`config.mk`:
```
export PLATFORM = sky130hd
export DESIGN_NAME = q6kdot_controller
export DESIGN_NICKNAME = d
export VERILOG_FILES = /design/src/q6kdot_pkg.sv /design/src/q6kdot_controller.sv
export SDC_FILE = /design/constraint.sdc
export NUM_CORES = 1
export LEC_CHECK = 0
export BUFFER_PORTS_ARGS = -buffer_cell sky130_fd_sc_hd__buf_2
export CAP_MARGIN = 20
export CORE_MARGIN = 3
export CORE_UTILIZATION = 48
export CTS_BUF_LIST = sky130_fd_sc_hd__clkbuf_2 sky130_fd_sc_hd__clkbuf_4 sky130_fd_sc_hd__clkbuf_8
export CTS_CLUSTER_DIAMETER = 200
export CTS_CLUSTER_SIZE = 40
export DETAILED_ROUTE_END_ITERATION = 6
export PLACE_DENSITY_LB_ADDON = 0.08
export SLEW_MARGIN = 10
export SYNTH_ARGS = -nofsm -noshare
export SYNTH_HDL_FRONTEND = slang
export SYNTH_SLANG_ARGS = --single-unit
```
`constraint.sdc`:
```
create_clock -name clock -period 2 [get_ports clock]
set_input_delay 0.2 -clock clock [delete_from_list [all_inputs] [get_ports clock]]
set_output_delay 0.2 -clock clock [all_outputs]
set_load 0.005 [all_outputs]
```
`src/q6kdot_pkg.sv`:
```
// q6kdot_pkg: shared types and constants for the q6k by q8k block dot product
// no dependencies; compiled first
`default_nettype none
package q6kdot_pkg;

   localparam int ELEMENTS_PER_ITEM = 16;

   // fp32 codes for invalid operations and nan quieting, and positive zero
   localparam logic [31:0] FP32_DEFAULT_NAN = 32'hFFC0_0000;
   localparam logic [31:0] FP32_QUIET_BIT   = 32'h0040_0000;
   localparam logic [31:0] FP32_POS_ZERO    = 32'h0000_0000;

   typedef struct packed {
      logic [63:0]        weight_low_nibbles;
      logic [31:0]        weight_high_pairs;
      logic [63:0]        act_first_eight;
      logic [63:0]        act_last_eight;
      logic signed [7:0]  sub_scale;
      logic [15:0]        weight_scale_half;
      logic [31:0]        act_scale_single;
      logic               ends_super_block;
      logic               ends_row;
   } req_payload_type;

   typedef struct packed {
      logic [31:0] row_dot_bits;
   } rsp_payload_type;

   typedef enum logic [4:0] {
      ST_IDLE,
      ST_MULT,
      ST_SUM,
      ST_SCALE,
      ST_TOTAL,
      ST_TF_LOAD,
      ST_TF_FIX,
      ST_TF_ROUND,
      ST_D_LOAD,
      ST_D_FIX,
      ST_D_ROUND,
      ST_P_LOAD,
      ST_P_FIX,
      ST_A_LOAD,
      ST_A_FIX,
      ST_ADD,
      ST_R_FIX,
      ST_R_ROUND,
      ST_EMIT
   } state_type;

   // commands from controller to datapath
   typedef struct packed {
      logic load_in;
      logic do_mult;
      logic do_sum;
      logic do_scale;
      logic do_total;
      logic ld_tf;
      logic ld_d;
      logic ld_p;
      logic ld_a;
      logic do_add;
      logic fix_step;
      logic floor_en;
      logic st_tf;
      logic st_d;
      logic st_acc;
      logic spec_d;
      logic spec_acc;
      logic emit;
   } dp_cmd_type;

   // status from datapath to controller
   typedef struct packed {
      logic fold;
      logic row;
      logic fix_done;
      logic d_special;
      logic fma_special;
   } dp_stat_type;

endpackage
`default_nettype wire

```
`src/q6kdot_controller.sv`:
```
// q6kdot_controller: sequencer for the dot, convert, scale and fused accumulate steps
// depends on q6kdot_pkg; drives q6kdot_datapath through its command struct
`default_nettype none
module q6kdot_controller (
   input  logic                     clock,
   input  logic                     reset,
   input  logic                     req_valid,
   output logic                     req_ready,
   output logic                     rsp_valid,
   input  logic                     rsp_ready,
   output q6kdot_pkg::dp_cmd_type   cmd,
   input  q6kdot_pkg::dp_stat_type  stat
);
   import q6kdot_pkg::*;

   state_type state_ff, state_in;
   logic      rsp_valid_ff;
   logic      rsp_free;

   assign rsp_free = !rsp_valid_ff || rsp_ready;

   always_comb begin
      state_in = state_ff;
      unique case (state_ff)
         ST_IDLE:     if (req_valid) state_in = ST_MULT;
         ST_MULT:     state_in = ST_SUM;
         ST_SUM:      state_in = ST_SCALE;
         ST_SCALE:    state_in = ST_TOTAL;
         ST_TOTAL:    state_in = stat.fold ? ST_TF_LOAD : ST_IDLE;
         ST_TF_LOAD:  state_in = ST_TF_FIX;
         ST_TF_FIX:   if (stat.fix_done) state_in = ST_TF_ROUND;
         ST_TF_ROUND: state_in = ST_D_LOAD;
         ST_D_LOAD:   state_in = stat.d_special ? ST_P_LOAD : ST_D_FIX;
         ST_D_FIX:    if (stat.fix_done) state_in = ST_D_ROUND;
         ST_D_ROUND:  state_in = ST_P_LOAD;
         ST_P_LOAD: begin
            if (stat.fma_special) begin
               state_in = stat.row ? ST_EMIT : ST_IDLE;
            end else begin
               state_in = ST_P_FIX;
            end
         end
         ST_P_FIX:    if (stat.fix_done) state_in = ST_A_LOAD;
         ST_A_LOAD:   state_in = ST_A_FIX;
         ST_A_FIX:    if (stat.fix_done) state_in = ST_ADD;
         ST_ADD:      state_in = ST_R_FIX;
         ST_R_FIX:    if (stat.fix_done) state_in = ST_R_ROUND;
         ST_R_ROUND:  state_in = stat.row ? ST_EMIT : ST_IDLE;
         ST_EMIT:     if (rsp_free) state_in = ST_IDLE;
         default:     state_in = ST_IDLE;
      endcase
   end

   always_comb begin
      cmd       = '0;
      req_ready = 1'b0;
      unique case (state_ff)
         ST_IDLE: begin
            req_ready   = 1'b1;
            cmd.load_in = req_valid;
         end
         ST_MULT:     cmd.do_mult = 1'b1;
         ST_SUM:      cmd.do_sum = 1'b1;
         ST_SCALE:    cmd.do_scale = 1'b1;
         ST_TOTAL:    cmd.do_total = 1'b1;
         ST_TF_LOAD:  cmd.ld_tf = 1'b1;
         ST_TF_FIX: begin
            cmd.fix_step = 1'b1;
            cmd.floor_en = 1'b1;
         end
         ST_TF_ROUND: cmd.st_tf = 1'b1;
         ST_D_LOAD: begin
            cmd.spec_d = stat.d_special;
            cmd.ld_d   = !stat.d_special;
         end
         ST_D_FIX: begin
            cmd.fix_step = 1'b1;
            cmd.floor_en = 1'b1;
         end
         ST_D_ROUND:  cmd.st_d = 1'b1;
         ST_P_LOAD: begin
            cmd.spec_acc = stat.fma_special;
            cmd.ld_p     = !stat.fma_special;
         end
         ST_P_FIX:    cmd.fix_step = 1'b1;
         ST_A_LOAD:   cmd.ld_a = 1'b1;
         ST_A_FIX:    cmd.fix_step = 1'b1;
         ST_ADD:      cmd.do_add = 1'b1;
         ST_R_FIX: begin
            cmd.fix_step = 1'b1;
            cmd.floor_en = 1'b1;
         end
         ST_R_ROUND:  cmd.st_acc = 1'b1;
         ST_EMIT:     cmd.emit = rsp_free;
         default:     cmd = '0;
      endcase
   end

   always_ff @(posedge clock) begin
      if (reset) begin
         state_ff     <= ST_IDLE;
         rsp_valid_ff <= 1'b0;
      end else begin
         state_ff <= state_in;
         if (cmd.emit) begin
            rsp_valid_ff <= 1'b1;
         end else if (rsp_ready) begin
            rsp_valid_ff <= 1'b0;
         end
      end
   end

   assign rsp_valid = rsp_valid_ff;

endmodule
`default_nettype wire

```
==> results of run 1 <==
## cell usage after synthesis (2+ instances only)
library cell / count / area (sq um)
sky130_fd_sc_hd__buf_6: 5 / 56.3
sky130_fd_sc_hd__nor3_1: 15 / 75.1
sky130_fd_sc_hd__o21ai_0: 3 / 15.0
sky130_fd_sc_hd__nand2_1: 7 / 26.3
sky130_fd_sc_hd__inv_1: 4 / 15.0
sky130_fd_sc_hd__nand3_1: 2 / 10.0
sky130_fd_sc_hd__a221oi_2: 2 / 30.0
sky130_fd_sc_hd__dfxtp_1: 6 / 120
sky130_fd_sc_hd__nor2_1: 13 / 48.8
sky130_fd_sc_hd__nor2b_1: 2 / 12.5
sky130_fd_sc_hd__and4b_1: 2 / 20.0
sky130_fd_sc_hd__nand2b_1: 3 / 18.8
sky130_fd_sc_hd__a22oi_1: 2 / 15.0
## sequential cells by signal, indices dropped and copies added, names as in the netlist
register and cells:
rsp_valid 1, state_ff 5
## where the power goes
group	internal, W	total, W	switching, W	leakage, nW
Sequential	0.000138	0.000197	0.0000589	0.0489
Combinational	0.000151	0.000329	0.000178	0.328
Clock	0.0000678	0.000110	0.0000423	0.0138
## cell families after synthesis
logic type | share of synthesized area, %
flip-flops | 17.8
AND/OR/NAND/NOR | 45.0
AO/OA/AOI/OAI | 24.5
buffers and inverters | 12.6
## how the worst min path moves through the flow
stage / from / endpoint / slack (ns) / cells past startpoint
after floorplan: reset / state_ff[0]$_SDFFE_PP0P_ / 0.26 / 1
after global routing: reset / state_ff[0]$_SDFFE_PP0P_ / 0.18 / 2
after detailed placement: reset / state_ff[0]$_SDFFE_PP0P_ / 0.44 / 2
after CTS: reset / state_ff[0]$_SDFFE_PP0P_ / 0.18 / 2
after global placement: reset / state_ff[0]$_SDFFE_PP0P_ / 0.44 / 2
final: reset / state_ff[0]$_SDFFE_PP0P_ / 0.18 / 2
## through the flow
step / std cells / setup slack (ns)
after floorplan: 87 / 0.440
after global placement: 127 / 0.319
after detailed placement: 127 / 0.265
after CTS: 130 / 0.174
after global routing: 130 / 0.0126
final: 130 / 0.172
## layer usage
layer | GRT usage [%] | routed length [microns] | up-vias
li1 | - | - | 380
met1 | 27.2 | 778 | 359
met2 | 29.5 | 803 | 44
met3 | 6.22 | 157 | 0
met4 | 1.81 | 0 | 0
met5 | 0 | 0 | -
## area by class of cell
cell class              instances  area (sq um)
fillers                       114           388
multi-input cells              71           468
repair buffers                 32           170
well taps                      14          17.5
flip-flops and latches          6           120
clock buffers                   3          22.5
inverters                       4          15.0
## critical path, delay by kind of cell (launching register included)
family | cells | cell delay [ns]
AOI/OAI and AO/OA | 1 | 0.31
buffers and inverters | 1 | 0.10
DFF | 1 | 0.57
and+or+nand+nor | 3 | 0.40
==> summary.md, run 1 <==
| Metric | Value |
|---|---|
| Max-slew violation count | `0` |
| Post-detailed-placement cell area | `791 sq um` |
| Mean cell area of the mapped netlist | `7.74 sq um` |
| Effective utilization at floorplan | `between 50 and 60%` |
| Syn nets | `96` |
| Slew at the pin closest to its max-slew limit | `0.429 ns` |
| Highest-count cells in the layout ignoring fill and taps | `28 x sky130_fd_sc_hd__buf_2, 15 x sky130_fd_sc_hd__nor3_1, 13 x sky130_fd_sc_hd__nor2_1` |
| # port buffers | `28` |
| Post-synthesis sequential area ratio | `17.8%` |
| Worst reg2reg path startpoint | `state_ff[0]$_SDFFE_PP0P_` |
| CP cell instances | `nand2_1, o32ai_2, nand2b_1, nand2_1, buf_2` |
| Placeable core area | `1200 sq um` |
| Power per cell area | `782 nW/um^2` |
| TritonCTS clock tree | `done` |
| Post-Synthesis Cells | `87` |
| Critical path data arrival time | `1.63 ns` |
| Horizontal die dimension | `around 43 microns` |
| Resized Gates After CTS | `0` |
| Reg2Reg Capture Point | `state_ff[4]$_SDFFE_PP0P_` |
| Total setup buffers inserted after CTS | `0` |
| Chip Height | `approximately 43 microns` |
| Most common library cell in the layout ignoring fill and taps | `sky130_fd_sc_hd__buf_2` |
| Stage delay of the slowest cell on the critical path | `0.57 ns` |
| Total DRC errors in the routed layout | `0` |
| Final-report hold violation count | `0` |
| Worst hold-check path type | `input port to flip-flop` |
| Number of endpoints failing setup at the final stage | `0` |
| Most frequent cell on the critical path | `sky130_fd_sc_hd__nand2_1` |
| Initial antenna violation count | `0` |
| Leakage Power | `0.390 nW` |
| Number of max-cap violations | `0` |
| Vias after detailed routing | `approximately 800` |
| Std-Cell Rows | `12` |
| Worst hold margin | `0.185 ns` |
| Dpl hpwl | `around 1400 microns` |
| Utilization of the core after routing | `67.7%` |
| Global placer's final weighted congestion | `between 0.8 and 0.9` |
| Most common flop cell mapped by yosys | `sky130_fd_sc_hd__dfxtp_1` |
| Worst setup path class | `flip-flop to primary output` |
| Total power | `0.000636 W` |
| Total die area | `1890 sq um` |
| RSZ-0062 raised after global routing | `false` |
| Post-cts hold buffer count | `0` |
| Mean routed wirelength per cell | `13.4 microns` |
| Worst max-slew margin expressed relative to the limit | `71.3%` |
| Worst Setup EP | `cmd[7]` |
| CTS HTree Levels | `1` |
| Final nets | `around 130` |
| Post-Route Skew | `0.00230 ns` |
| Sum of negative setup slack | `0 ns` |
| Number of buffers on the longest clock path | `2` |
| Minimum clock period | `1.83 ns` |
| Clock sink total | `6` |
| Critical Path Source Type | `flip-flop` |
| Register bit count reported by yosys | `6` |
| Layout Area Growth over Synthesis | `20.8%` |
| Capturing element type of the critical path | `primary output` |
| CTS Root Buffer Type | `sky130_fd_sc_hd__clkbuf_4` |
| Fraction of registers with async set or reset after synthesis | `0%` |
| Largest voltage drop on the vdd net | `0.589 mV` |
| Wire length of the first global-routing pass | `2830 microns` |
| Required time reported for the critical path endpoint | `1.80 ns` |
| GR Overflow Total | `0` |
| Post-DRT Antenna Nets | `0` |
| All-layer global routing usage | `19.2%` |
| Cell at the slowest stage of the critical path | `sky130_fd_sc_hd__dfxtp_1` |
| Pin count of the biggest net entering global routing | `14` |
| Yosys Warn Count | `0` |
| Outcome | `finished, final reports clean` |
| Cell count of the worst reg-to-reg path | `5` |
| Clock-pin slew reported for the worst setup and hold paths after clock tree synthesis | `0.05 ns` |
| Crit Path Max Fanout | `11` |
| Diodes inserted | `0` |
| Post-synth cell types | `34` |
| Reg2reg setup slack | `0.26 ns` |
| Number of enable flip-flop cells after synthesis | `0` |
| Number of vias per cell | `6.02` |
| Total standard cell area after synthesis | `a little under 700 sq um` |
| Maximum operating frequency | `0.547 GHz` |
| Fraction of layout instances using a drive strength above 1 | `38.8%` |
| CP startpoint | `state_ff[0]$_SDFFE_PP0P_` |
| Final clock period utilization by the worst path | `91.4%` |
| Via count of the first global-routing pass | `between 600 and 700` |
| CTS buffer count | `3` |
| Total I/O pin count | `29` |
| Initial detailed-routing violation count | `16` |
| Total iterations of the first detailed-routing run | `4` |
| Final instance area | `just over 800 sq um` |
| Routed wire length | `roughly 1700 microns` |
| Clk Latency, worst-skew pair | `0.24 ns` |
(Power assumes the default switching activity.)
==> run 2, diff against run 1 <==
--- a/config.mk
+++ b/config.mk
@@ -8,8 +8,7 @@
 export BUFFER_PORTS_ARGS = -buffer_cell sky130_fd_sc_hd__buf_2
 export CAP_MARGIN = 20
 export CORE_MARGIN = 3
-export CORE_UTILIZATION = 48
-export CTS_BUF_LIST = sky130_fd_sc_hd__clkbuf_2 sky130_fd_sc_hd__clkbuf_4 sky130_fd_sc_hd__clkbuf_8
+export CORE_UTILIZATION = 46
 export CTS_CLUSTER_DIAMETER = 200
 export CTS_CLUSTER_SIZE = 40
 export DETAILED_ROUTE_END_ITERATION = 6
==> run 2 against run 1 <==
  * Die area up 3.7%
  * Sequential power barely moved
  * Critical path type unchanged
  * Sequential share of layout area decreased by 0.16 points
  * Clock power about the same
  * Largest cell class unchanged
  * Combinational power grew 4%
  * Final cell count grew 1.5%
  * Global-route usage decreased by 0.46 points
  * Clock skew is 0.00088 ns higher
  * Hold slack improved by 0.0072 ns
==> summary.md, run 2 (synthesis gave the netlist of run 1 again) <==
| Metric | Value |
|---|---|
| Worst hold-check path type | `input port to flip-flop` |
| Clock share of power | `16.8% (-0.5 points)` |
| RSZ-0062 raised after global routing | `false` |
| Total DRC errors in the routed layout | `0 (unchanged)` |
| Switching part of the total | `43.2% (-0.71 points)` |
| Stage delay of the slowest cell on the critical path | `0.58 ns (about the same)` |
| Diodes inserted | `0 (unchanged)` |
| Crit Path Max Fanout | `11 (unchanged)` |
| Int Power | `0.000365 W (+2.4%)` |
| CP cell instances | `nand2_1, o32ai_2, nand2b_1, nand2_1, buf_2` |
| # port buffers | `28 (unchanged)` |
| Max FFs per register | `5 (unchanged)` |
| Worst setup path class | `flip-flop to primary output` |
| Via count of the first global-routing pass | `605 (-5.8%)` |
| Final-report hold violation count | `0 (unchanged)` |
| Total iterations of the first detailed-routing run | `4 (unchanged)` |
| Seq. cell area | `120 sq um (unchanged)` |
| Global Route met3 Usage | `4.88% (-1.3 points)` |
| Post-DRT Antenna Nets | `0 (unchanged)` |
| Number of endpoints failing setup at the final stage | `0 (unchanged)` |
| CP startpoint | `state_ff[0]$_SDFFE_PP0P_` |
| Wire length of the first global-routing pass | `2770 microns (-2.0%)` |
| All-layer global routing usage | `18.8% (-0.46 points)` |
| Sum of negative setup slack | `0 ns (unchanged)` |
| Number of vias per cell | `5.66 (-6.0%)` |
| Met1 Usage GRT | `25.3% (-1.9 points)` |
| Worst reg2reg path startpoint | `state_ff[0]$_SDFFE_PP0P_` |
| Initial antenna violation count | `0 (unchanged)` |
| Post-detailed-placement cell area | `800 sq um (+1.1%)` |
| Capturing element type of the critical path | `primary output` |
| Leakage Power | `0.396 nW (+1.3%)` |
| Total setup buffers inserted after CTS | `0 (unchanged)` |
| Vias after detailed routing | `747 (-4.6%)` |
| Reg2reg setup slack | `0.25 ns (about the same)` |
| Switch Pwr | `0.000278 W (-0.50%)` |
| Cell at the slowest stage of the critical path | `sky130_fd_sc_hd__dfxtp_1` |
| Total I/O pin count | `29 (unchanged)` |
| Most flops, register | `state_ff` |
| Routed wire length | `1740 microns (+0.12%)` |
| Critical path data arrival time | `1.64 ns (about the same)` |
| Number of fillers in the final layout | `140 (+23%)` |
| Std-Cell Rows | `13 (+1)` |
| Kind of cell with the highest combined delay on the critical path | `flip-flops` |
| CTS Root Buffer Type | `sky130_fd_sc_hd__clkbuf_4` |
| Clock-pin slew reported for the worst setup and hold paths after clock tree synthesis | `0.04 ns (about the same)` |
| Mean routed wirelength per cell | `13.2 microns (-1.4%)` |
| Placeable core area | `1330 sq um (+11%)` |
| Dpl hpwl | `1400 microns (+0.89%)` |
| Number of max-cap violations | `0 (unchanged)` |
| Total power | `0.000643 W (+1.1%)` |
| Chip Height | `44.3 microns (+1.9%)` |
| Relative contribution of sequential cells to total power | `30.2% (-0.8 points)` |
| Highest-count cells in the layout ignoring fill and taps | `28 x sky130_fd_sc_hd__buf_2, 15 x sky130_fd_sc_hd__nor3_1, 13 x sky130_fd_sc_hd__nor2_1` |
| Pin count of the biggest net entering global routing | `12 (-2)` |
| Post-Place Setup Slack | `0.255 ns (-0.0100 ns)` |
| Final instance area | `822 sq um (+1.1%)` |
| Worst path setup slack after routing | `0.159 ns (-0.0138 ns)` |
| Stages on the worst setup path | `5 (unchanged)` |
| Most common library cell in the layout ignoring fill and taps | `sky130_fd_sc_hd__buf_2` |
| Outcome | `finished, final reports clean` |
| Maximum operating frequency | `0.543 GHz (-0.75%)` |
| Slew at the pin closest to its max-slew limit | `0.439 ns (+0.00967 ns)` |
| Reg2Reg Capture Point | `state_ff[4]$_SDFFE_PP0P_` |
| GRT met2 Usage | `31.1% (+1.6 points)` |
| Horizontal die dimension | `44.3 microns (+1.9%)` |
| Utilization of the core after routing | `61.6% (-6.1 points)` |
| CTS buffer count | `3 (unchanged)` |
| Most frequent cell on the critical path | `sky130_fd_sc_hd__nand2_1` |
| CTS HTree Levels | `1 (unchanged)` |
| Total area of multi-input combinational cells | `468 sq um (unchanged)` |
| Number of buffers on the longest clock path | `2 (unchanged)` |
| Power per cell area | `782 nW/um^2 (about the same)` |
| Required time reported for the critical path endpoint | `1.80 ns (about the same)` |
| Post-Route Skew | `0.00318 ns (+0.000878 ns)` |
| Cell count of the worst reg-to-reg path | `5 (unchanged)` |
| Worst Setup EP | `cmd[7]` |
| GR Overflow Total | `0 (unchanged)` |
| Minimum clock period | `1.84 ns (+0.0138 ns)` |
| Resized Gates After CTS | `0 (unchanged)` |
| Final nets | `128 (+0.79%)` |
| Busiest metal layer after global routing | `met2` |
| Worst max-slew margin expressed relative to the limit | `70.7% (-0.61 points)` |
| Layout Area Growth over Synthesis | `22.1%` |
| Power share of the combinational group | `53.0% (+1.3 points)` |
| Global placer's final weighted congestion | `0.829 (+1.3%)` |
| Max-slew violation count | `0 (unchanged)` |
| Clk Latency, worst-skew pair | `0.24 ns (about the same)` |
| Buffers and inverters on the worst path | `1 (unchanged)` |
| Initial detailed-routing violation count | `26 (+10)` |
| Effective utilization at floorplan | `50.5% (-5.6 points)` |
| Largest voltage drop on the vdd net | `0.446 mV (-24%)` |
| Critical Path Source Type | `flip-flop` |
| Total die area | `1960 sq um (+3.7%)` |
| Clock sink total | `6 (unchanged)` |
| Fraction of layout instances using a drive strength above 1 | `39.3% (+0.52 points)` |
| Post-cts hold buffer count | `0 (unchanged)` |
| TritonCTS clock tree | `done` |
| Final clock period utilization by the worst path | `92.1% (+0.69 points)` |
==> run 2: cell types whose count changed in the layout (fill, tap and decap cells not counted), sizes merged <==
cell | before | now
buf | 32 | 33
==> run 2: how the worst min path moves through the flow <==
stage                     depth (start not counted)  slack (ns)  start                  endpoint
final                                             2        0.19  reset  state_ff[0]$_SDFFE_PP0P_
after CTS                                         2        0.19  reset  state_ff[0]$_SDFFE_PP0P_
after global routing                              2        0.20  reset  state_ff[0]$_SDFFE_PP0P_
after global placement                            2        0.45  reset  state_ff[0]$_SDFFE_PP0P_
after detailed placement                          2        0.45  reset  state_ff[0]$_SDFFE_PP0P_
after floorplan                                   1        0.26  reset  state_ff[0]$_SDFFE_PP0P_
==> run 2: metal layers <==
layer | share of wire [%] | up-vias
met2 | 49 | 28
li1 | - | 382
met1 | 45 | 337
met4 | 0 | 0
met3 | 6.1 | 0
met5 | 0 | -
==> run 2: per-stage QoR <==
stage / hold slack, ns / instances
6_report: 0.192 / 132
4_1_cts: 0.191 / 132
5_1_grt: 0.202 / 132
2_1_floorplan: 0.262 / 87
3_3_place_gp: 0.445 / 129
3_5_place_dp: 0.446 / 129
==> run 2: layout make-up <==
class	count	area share (%)
clock buffers	3	2.74
inverters	4	1.83
multi-input cells	71	56.9
flip-flops and latches	6	14.6
well taps	15	2.28
repair buffers	33	21.6
==> run 2: power by group through the flow <==
stage          Clock [W]  Sequential [W]  Combinational, W
2_1_floorplan          0        0.000153          0.000313
3_3_place_gp           0        0.000193          0.000336
3_5_place_dp           0        0.000194          0.000339
4_1_cts         0.000112        0.000192          0.000340
5_1_grt         0.000119        0.000199          0.000383
6_report        0.000108        0.000194          0.000341
